==> src/hdl/pfu_pkg.sv <==
// Shared constants, register codes and types of the particle flow update unit.
package pfu_pkg;

	localparam int MAX_DOTS = 32;
	localparam int IDX_W    = $clog2(MAX_DOTS);
	localparam int CNT_W    = $clog2(MAX_DOTS + 1);

	localparam int POS_W    = 24;
	localparam int VEL_W    = 16;
	localparam int VELY_W   = 24;
	localparam int FALL_W   = 9;
	localparam int DELAY_W  = 10;
	localparam int TIME_W   = 16;
	localparam int BOX_W    = 16;
	localparam int LIM_W    = POS_W + 1;
	localparam int LIVE_W   = 6;
	localparam int SLOT_W   = 5;

	localparam int CFG_IDX_W = 3;
	localparam logic [CFG_IDX_W-1:0] REG_BOX_X_LOW  = 3'd0;
	localparam logic [CFG_IDX_W-1:0] REG_BOX_X_HIGH = 3'd1;
	localparam logic [CFG_IDX_W-1:0] REG_BOX_Y_LOW  = 3'd2;
	localparam logic [CFG_IDX_W-1:0] REG_BOX_Y_HIGH = 3'd3;
	localparam logic [CFG_IDX_W-1:0] REG_BOX_Z_LOW  = 3'd4;
	localparam logic [CFG_IDX_W-1:0] REG_BOX_Z_HIGH = 3'd5;
	localparam logic [CFG_IDX_W-1:0] REG_FOLLOW     = 3'd6;
	localparam logic [CFG_IDX_W-1:0] REG_DOTS       = 3'd7;

	localparam logic ACT_LOAD = 1'b0;
	localparam logic ACT_TICK = 1'b1;

	// One particle slot as held in the slot memory.
	typedef struct packed {
		logic [POS_W-1:0]   pos_x;
		logic [POS_W-1:0]   pos_y;
		logic [POS_W-1:0]   pos_z;
		logic [VEL_W-1:0]   vel_x;
		logic [VELY_W-1:0]  vel_y;
		logic [VEL_W-1:0]   vel_z;
		logic [FALL_W-1:0]  fall;
		logic [DELAY_W-1:0] delay;
	} dot_entry_t;

	// Read request for one slot of a tick walk, with the slot's mode bits.
	typedef struct packed {
		logic             valid;
		logic [IDX_W-1:0] idx;
		logic             live;
		logic             moving;
	} walk_req_t;

	// Outcome of one slot, from the stage-2 registers behind its request.
	typedef struct packed {
		logic             busy;
		logic             valid;
		logic [IDX_W-1:0] idx;
		logic             go;
		logic             hold;
		logic             in_box;
	} walk_res_t;

	// Values that stay fixed for the whole of one tick.
	typedef struct packed {
		logic              follow;
		logic [TIME_W-1:0] elapsed;
		logic [POS_W-1:0]  org_x;
		logic [POS_W-1:0]  org_y;
		logic [POS_W-1:0]  org_z;
	} tick_ctx_t;

	// Absolute box limits, origin plus offset at full precision.
	typedef struct packed {
		logic [LIM_W-1:0] x_lo;
		logic [LIM_W-1:0] x_hi;
		logic [LIM_W-1:0] y_lo;
		logic [LIM_W-1:0] y_hi;
		logic [LIM_W-1:0] z_lo;
		logic [LIM_W-1:0] z_hi;
	} limits_t;

endpackage

==> src/hdl/pfu_dot_store.sv <==
// Slot memory and the two-stage read-modify-write datapath of a tick walk.
module pfu_dot_store (
	input  logic                   clk,
	input  logic                   arst_n,
	input  logic                   load_we,
	input  logic [pfu_pkg::IDX_W-1:0] load_idx,
	input  pfu_pkg::dot_entry_t    load_entry,
	input  pfu_pkg::walk_req_t     req,
	input  pfu_pkg::tick_ctx_t     ctx,
	input  pfu_pkg::limits_t       lim,
	output pfu_pkg::walk_res_t     res
);
	import pfu_pkg::*;

	dot_entry_t dot_mem [MAX_DOTS];

	dot_entry_t       rd_s1;
	logic             valid_s1;
	logic [IDX_W-1:0] idx_s1;
	logic             live_s1;
	logic             moving_s1;

	logic             valid_s2;
	logic [IDX_W-1:0] idx_s2;
	logic             go_s2;
	logic             hold_s2;
	logic [POS_W-1:0] px_s2;
	logic [POS_W-1:0] py_s2;
	logic [POS_W-1:0] pz_s2;

	logic             start;
	logic             hold;
	logic             go;
	logic [POS_W-1:0] base_x;
	logic [POS_W-1:0] base_y;
	logic [POS_W-1:0] base_z;
	dot_entry_t       wb;
	logic             wr_en;
	logic [IDX_W-1:0] wr_idx;
	dot_entry_t       wr_data;

	logic signed [LIM_W-1:0] px;
	logic signed [LIM_W-1:0] py;
	logic signed [LIM_W-1:0] pz;
	logic                    out_x;
	logic                    out_y;
	logic                    out_z;

	// A waiting slot starts once its delay is reached; a starting slot moves in the same tick.
	always_comb begin
		start  = live_s1 && !moving_s1 && (TIME_W'(rd_s1.delay) <= ctx.elapsed);
		hold   = live_s1 && !moving_s1 && !start;
		go     = moving_s1 || start;
		base_x = (start && ctx.follow) ? ctx.org_x : rd_s1.pos_x;
		base_y = (start && ctx.follow) ? ctx.org_y : rd_s1.pos_y;
		base_z = (start && ctx.follow) ? ctx.org_z : rd_s1.pos_z;
		wb       = rd_s1;
		wb.pos_x = base_x + POS_W'($signed(rd_s1.vel_x));
		wb.pos_y = base_y + rd_s1.vel_y;
		wb.pos_z = base_z + POS_W'($signed(rd_s1.vel_z));
		wb.vel_y = rd_s1.vel_y - VELY_W'(rd_s1.fall);
	end

	// Loads only arrive while no walk is in flight, so the port is never contended.
	assign wr_en   = load_we || (valid_s1 && go);
	assign wr_idx  = load_we ? load_idx : idx_s1;
	assign wr_data = load_we ? load_entry : wb;

	always_ff @(posedge clk) begin
		if (wr_en) begin
			dot_mem[wr_idx] <= wr_data;
		end
		if (req.valid) begin
			rd_s1 <= dot_mem[req.idx];
		end
	end

	always_ff @(posedge clk or negedge arst_n) begin
		if (!arst_n) begin
			valid_s1 <= 1'b0;
			valid_s2 <= 1'b0;
		end else begin
			valid_s1 <= req.valid;
			valid_s2 <= valid_s1;
		end
	end

	always_ff @(posedge clk) begin
		idx_s1    <= req.idx;
		live_s1   <= req.live;
		moving_s1 <= req.moving;
		idx_s2    <= idx_s1;
		go_s2     <= go;
		hold_s2   <= hold;
		px_s2     <= wb.pos_x;
		py_s2     <= wb.pos_y;
		pz_s2     <= wb.pos_z;
	end

	always_comb begin
		px    = LIM_W'($signed(px_s2));
		py    = LIM_W'($signed(py_s2));
		pz    = LIM_W'($signed(pz_s2));
		out_x = (px < $signed(lim.x_lo)) || (px > $signed(lim.x_hi));
		out_y = (py < $signed(lim.y_lo)) || (py > $signed(lim.y_hi));
		out_z = (pz < $signed(lim.z_lo)) || (pz > $signed(lim.z_hi));
	end

	assign res.busy   = valid_s1 || valid_s2;
	assign res.valid  = valid_s2;
	assign res.idx    = idx_s2;
	assign res.go     = go_s2;
	assign res.hold   = hold_s2;
	assign res.in_box = !(out_x || out_y || out_z);

endmodule

==> config.mk <==
export PLATFORM = sky130hd
export DESIGN_NAME = pfu_dot_store
export DESIGN_NICKNAME = d
export VERILOG_FILES = /design/src/hdl/pfu_pkg.sv /design/src/hdl/pfu_dot_store.sv
export SDC_FILE = /design/constraint.sdc
export NUM_CORES = 2
export LEC_CHECK = 0
export BUFFER_PORTS_ARGS = -buffer_cell sky130_fd_sc_hd__buf_2
export CORE_MARGIN = 3
export CORE_UTILIZATION = 50
export DETAILED_ROUTE_END_ITERATION = 6
export PLACE_DENSITY = 0.69
export SYNTH_ARGS = -nofsm -noshare
export SYNTH_HDL_FRONTEND = slang
export SYNTH_MEMORY_MAX_BITS = 65536
export SYNTH_SLANG_ARGS = --single-unit
==> constraint.sdc <==
create_clock -name clk -period 11.2 [get_ports clk]
set_clock_uncertainty 0.15 [all_clocks]
set_input_delay 2.24 -clock clk [delete_from_list [all_inputs] [get_ports clk]]
set_output_delay 2.24 -clock clk [all_outputs]
set_load 0.01 [all_outputs]
==> results.md <==
- DR DRC count: 0
- Worst-margin pin slew: around 1.4 ns
- Worst Setup Start Kind: input pin
- Sw frac: about a quarter
- Post-layout min period: about 8.3 ns
- Die width: between 600 and 700 µm
- WP data arrival: 5.94 ns
- Gr ovfl total: 0
- Outcome: complete, no violations
- Comb power frac: 9.6%
- Setup TNS: 0 ns
- CTS tree: yes
- Layout net count: 9,758
- Vias in the first global route: around 97,000
- Number of synthesis warnings: 0
- P_sw: 0.00981 W
- Clock Power Share: between 30 and 40%
- Synth top area share: 75.0%
- Worst setup EP type: output port
- Hold_sp: idx_s1[1]
- Die area: ~400,000 µm²
- Gpl congestion: between 0.9 and 1
- RSZ-0062 raised after global routing: false
- Initial core utilization: between 50% and 60%
- Sink Count: about 5,000
- Ranking of synthesized cells by area: edfxtp_1 (75%), mux4_2 (17%), mux2_2 (1.7%)
- Via count: 95,444
- Synthesized Nets: ~9,100
- Fraction of layout instances using a drive strength above 1: 33.0%
- Synth-to-Final Area Change: 12.9%
- Die Y: roughly 630 µm
- Final Hold Viols: 0
- Slew Limit Fails: 0
- Top FF cell, synth: edfxtp_1
- Synth unique cells: roughly 70
- R2r endpoint: dot_mem[12][144]
- Worst r2r src: rd_s1[9]
- Clock Tree Root: clkbuf_16
- Initial DRC Count: ~14,000
- Worst-path fanout max: 5
- Syn Area/Cell: ~23 µm²
- Initial antenna violation count: between 60 and 70
- Yosys top cell by area: edfxtp_1
- I/O Pins: a little over 400
- Mapped cell area: 194,000 µm²
- # rows: 228
- FF-to-FF path depth: 17
- Synth Register Bits: between 4,000 and 5,000
- Routed Wire Length: about 540,000 µm
- Rel. slew slack: 4.97%
- Post-CTS Setup Bufs: 0
- Htree depth: 5
- DR vias/cell: approximately 6.5
- Power Density: ~190 nW/µm²
- First-pass GRT wire length: 754,000 µm
- Largest net degree at the start of global routing: approximately 140
- DR pass1 iterations: 6
- Finished Layout Cells: 14,736
- Setup CP Type: in2out
- Reg2reg setup slack: roughly 4.3 ns
- Post-CTS sizing: 0
- Detail Placement HPWL: roughly 280,000 µm
- Worst hold path type: reg2reg
- Fin worst setup slack: 2.87 ns
- FMAX: roughly 120 MHz
- Power, Total: between 0.04 and 0.05 W
- Hold Path Cell Cnt: 0
- Mapped Cells: roughly 8,400
- DP Worst Slack: around 2.8 ns
- Post-synth EDFFs: around 4,900
- Part of the power in registers: 52.8%
- PortBufs: 411
- Post-CTS Hold Buffers: 0
- Number of clock buffers inserted by TritonCTS: between 400 and 500
- Seq/Total Area, Yosys: approximately 76%
- Placed insts: between 10,000 and 15,000
- ANT nets after route: 0
- Total track usage: 27.1%
- Hold Path Sink: idx_s2[1]
- Wire per inst: roughly 36 µm
- Int Power: between 0.03 and 0.04 W
- LEAKAGE: roughly 70 nW
- Clk slew on worst S/H paths: 0.07 ns
- Clk_lat worst skew: around 1 ns
- Peak VDD IR: 0.141 mV
- Clock Path Buffers: 4
- WHS: between 0.2 and 0.25 ns
- Synth async-reset ratio: less than 1%
- Fin crit share: about 74%
- Worst path required time: between 8 and 9 ns
- # setup viols final: 0
- Total core area: approximately 390,000 µm²
- Max Cap Viol: 0
## layout by cell type, fill, tap and decap left out, types with 94 or more instances in the layout
master	netlist	routed
edfxtp_1	4851	4851
mux4_2	1470	1470
clkbuf_16	0	469
buf_2	70	404
mux2_2	295	295
ha_1	235	235
inv_1	205	204
nand2_1	182	182
buf_4	3	139
clkinv_1	0	103
a21oi_1	95	94
## synthesized netlist by cell type (11+ instances only)
library cell  instances
mux2_2              295
o211ai_1             19
nand4_1              27
o21ai_0              86
nand2_1             182
inv_1               205
o21a_1               16
a21oi_1              95
mux4_2             1470
xor2_1               19
a211oi_1             13
dfxtp_1              86
nand2b_1             19
buf_1                85
clkbuf_1            225
xnor2_1              57
edfxtp_1           4851
a31oi_1              23
nor2b_1              18
o21bai_1             11
nor3_1               19
nand3_1              17
a21o_1               48
nor2_1              102
buf_2                70
ha_1                235
## kinds of logic after synthesis
| logic type | after synthesis | synth area share (%) |
|---|---|---|
| flops | 4939 | 75.9 |
| mux | 1769 | 18.8 |
| buf+inv | 588 | 1.19 |
| simple gates | 436 | 1.04 |
| compound gates | 374 | 1.23 |
| fa+ha+maj | 239 | 1.55 |
| xor+xnor | 76 | 0.343 |
## sequential cells by signal, summed over array words and instances (netlist names)
name	cells
pz_s2	24
py_s2	24
idx_s2	5
valid_s1	1
go_s2	1
valid_s2	1
idx_s1	5
dot_mem	4704
hold_s2	1
rd_s1	147
live_s1	1
px_s2	24
moving_s1	1
## worst max-delay path, cell delays in order
cell       delay, ns
buf_2           0.08
inv_1           0.03
ha_1            0.84
o22ai_1         0.33
nor2_1          0.16
o2111ai_1       0.12
o22ai_2         0.95
o2111ai_1       0.35
nor4_1          0.59
buf_2           0.23
## worst max path at each step
| stage | from | endpoint | slack, ns | cells after the start |
|---|---|---|---|---|
| final | lim[124] | res[0] | 2.87 | 10 |
| after global routing | lim[124] | res[0] | 3.02 | 10 |
| after CTS | lim[124] | res[0] | 3.05 | 10 |
| after detailed placement | ctx[81] | dot_mem[22][144] | 2.82 | 19 |
| after global placement | lim[106] | res[0] | 1.72 | 11 |
| after floorplan | ctx[73] | dot_mem[4][0] | 0.36 | 10 |
## power groups by stage
| stage | clock [W] | combinational (W) | sequential [W] |
|---|---|---|---|
| final | 0.0156 | 0.00397 | 0.0219 |
| after global routing | 0.0165 | 0.00423 | 0.0219 |
| after CTS | 0.0157 | 0.00393 | 0.0219 |
| after detailed placement | 0 | 0.00391 | 0.0223 |
| after global placement | 0 | 0.00372 | 0.0223 |
| after floorplan | 0 | 0.00243 | 0.0220 |
## through the flow
step / instance area [µm²] / utilization, %
floorplan: 194000 / -
global placement: 204000 / 52.8
detailed placement: 204000 / 52.8
CTS: 219000 / 56.7
global route: 219000 / 56.8
finish: 219000 / 56.8
## layer usage
layer	track usage, %	part of all wire (%)	up-vias
li1	-	-	37301
met1	36.2	36	51572
met4	13.0	5.3	8
met2	44.1	49	5624
met3	4.14	9.4	939
met5	0	0.010	-
## area by class of cell
class	instances	area, µm²
diodes	40	100
clock buffers	578	12300
clock inverters	293	2780
fillers	27476	167000
inverters	205	774
multi-input cells	2894	45000
flip-flops and latches	4939	147000
well taps	5175	6470
repair buffers	612	4410
No activity file was read; power rests on OpenSTA's default activity.
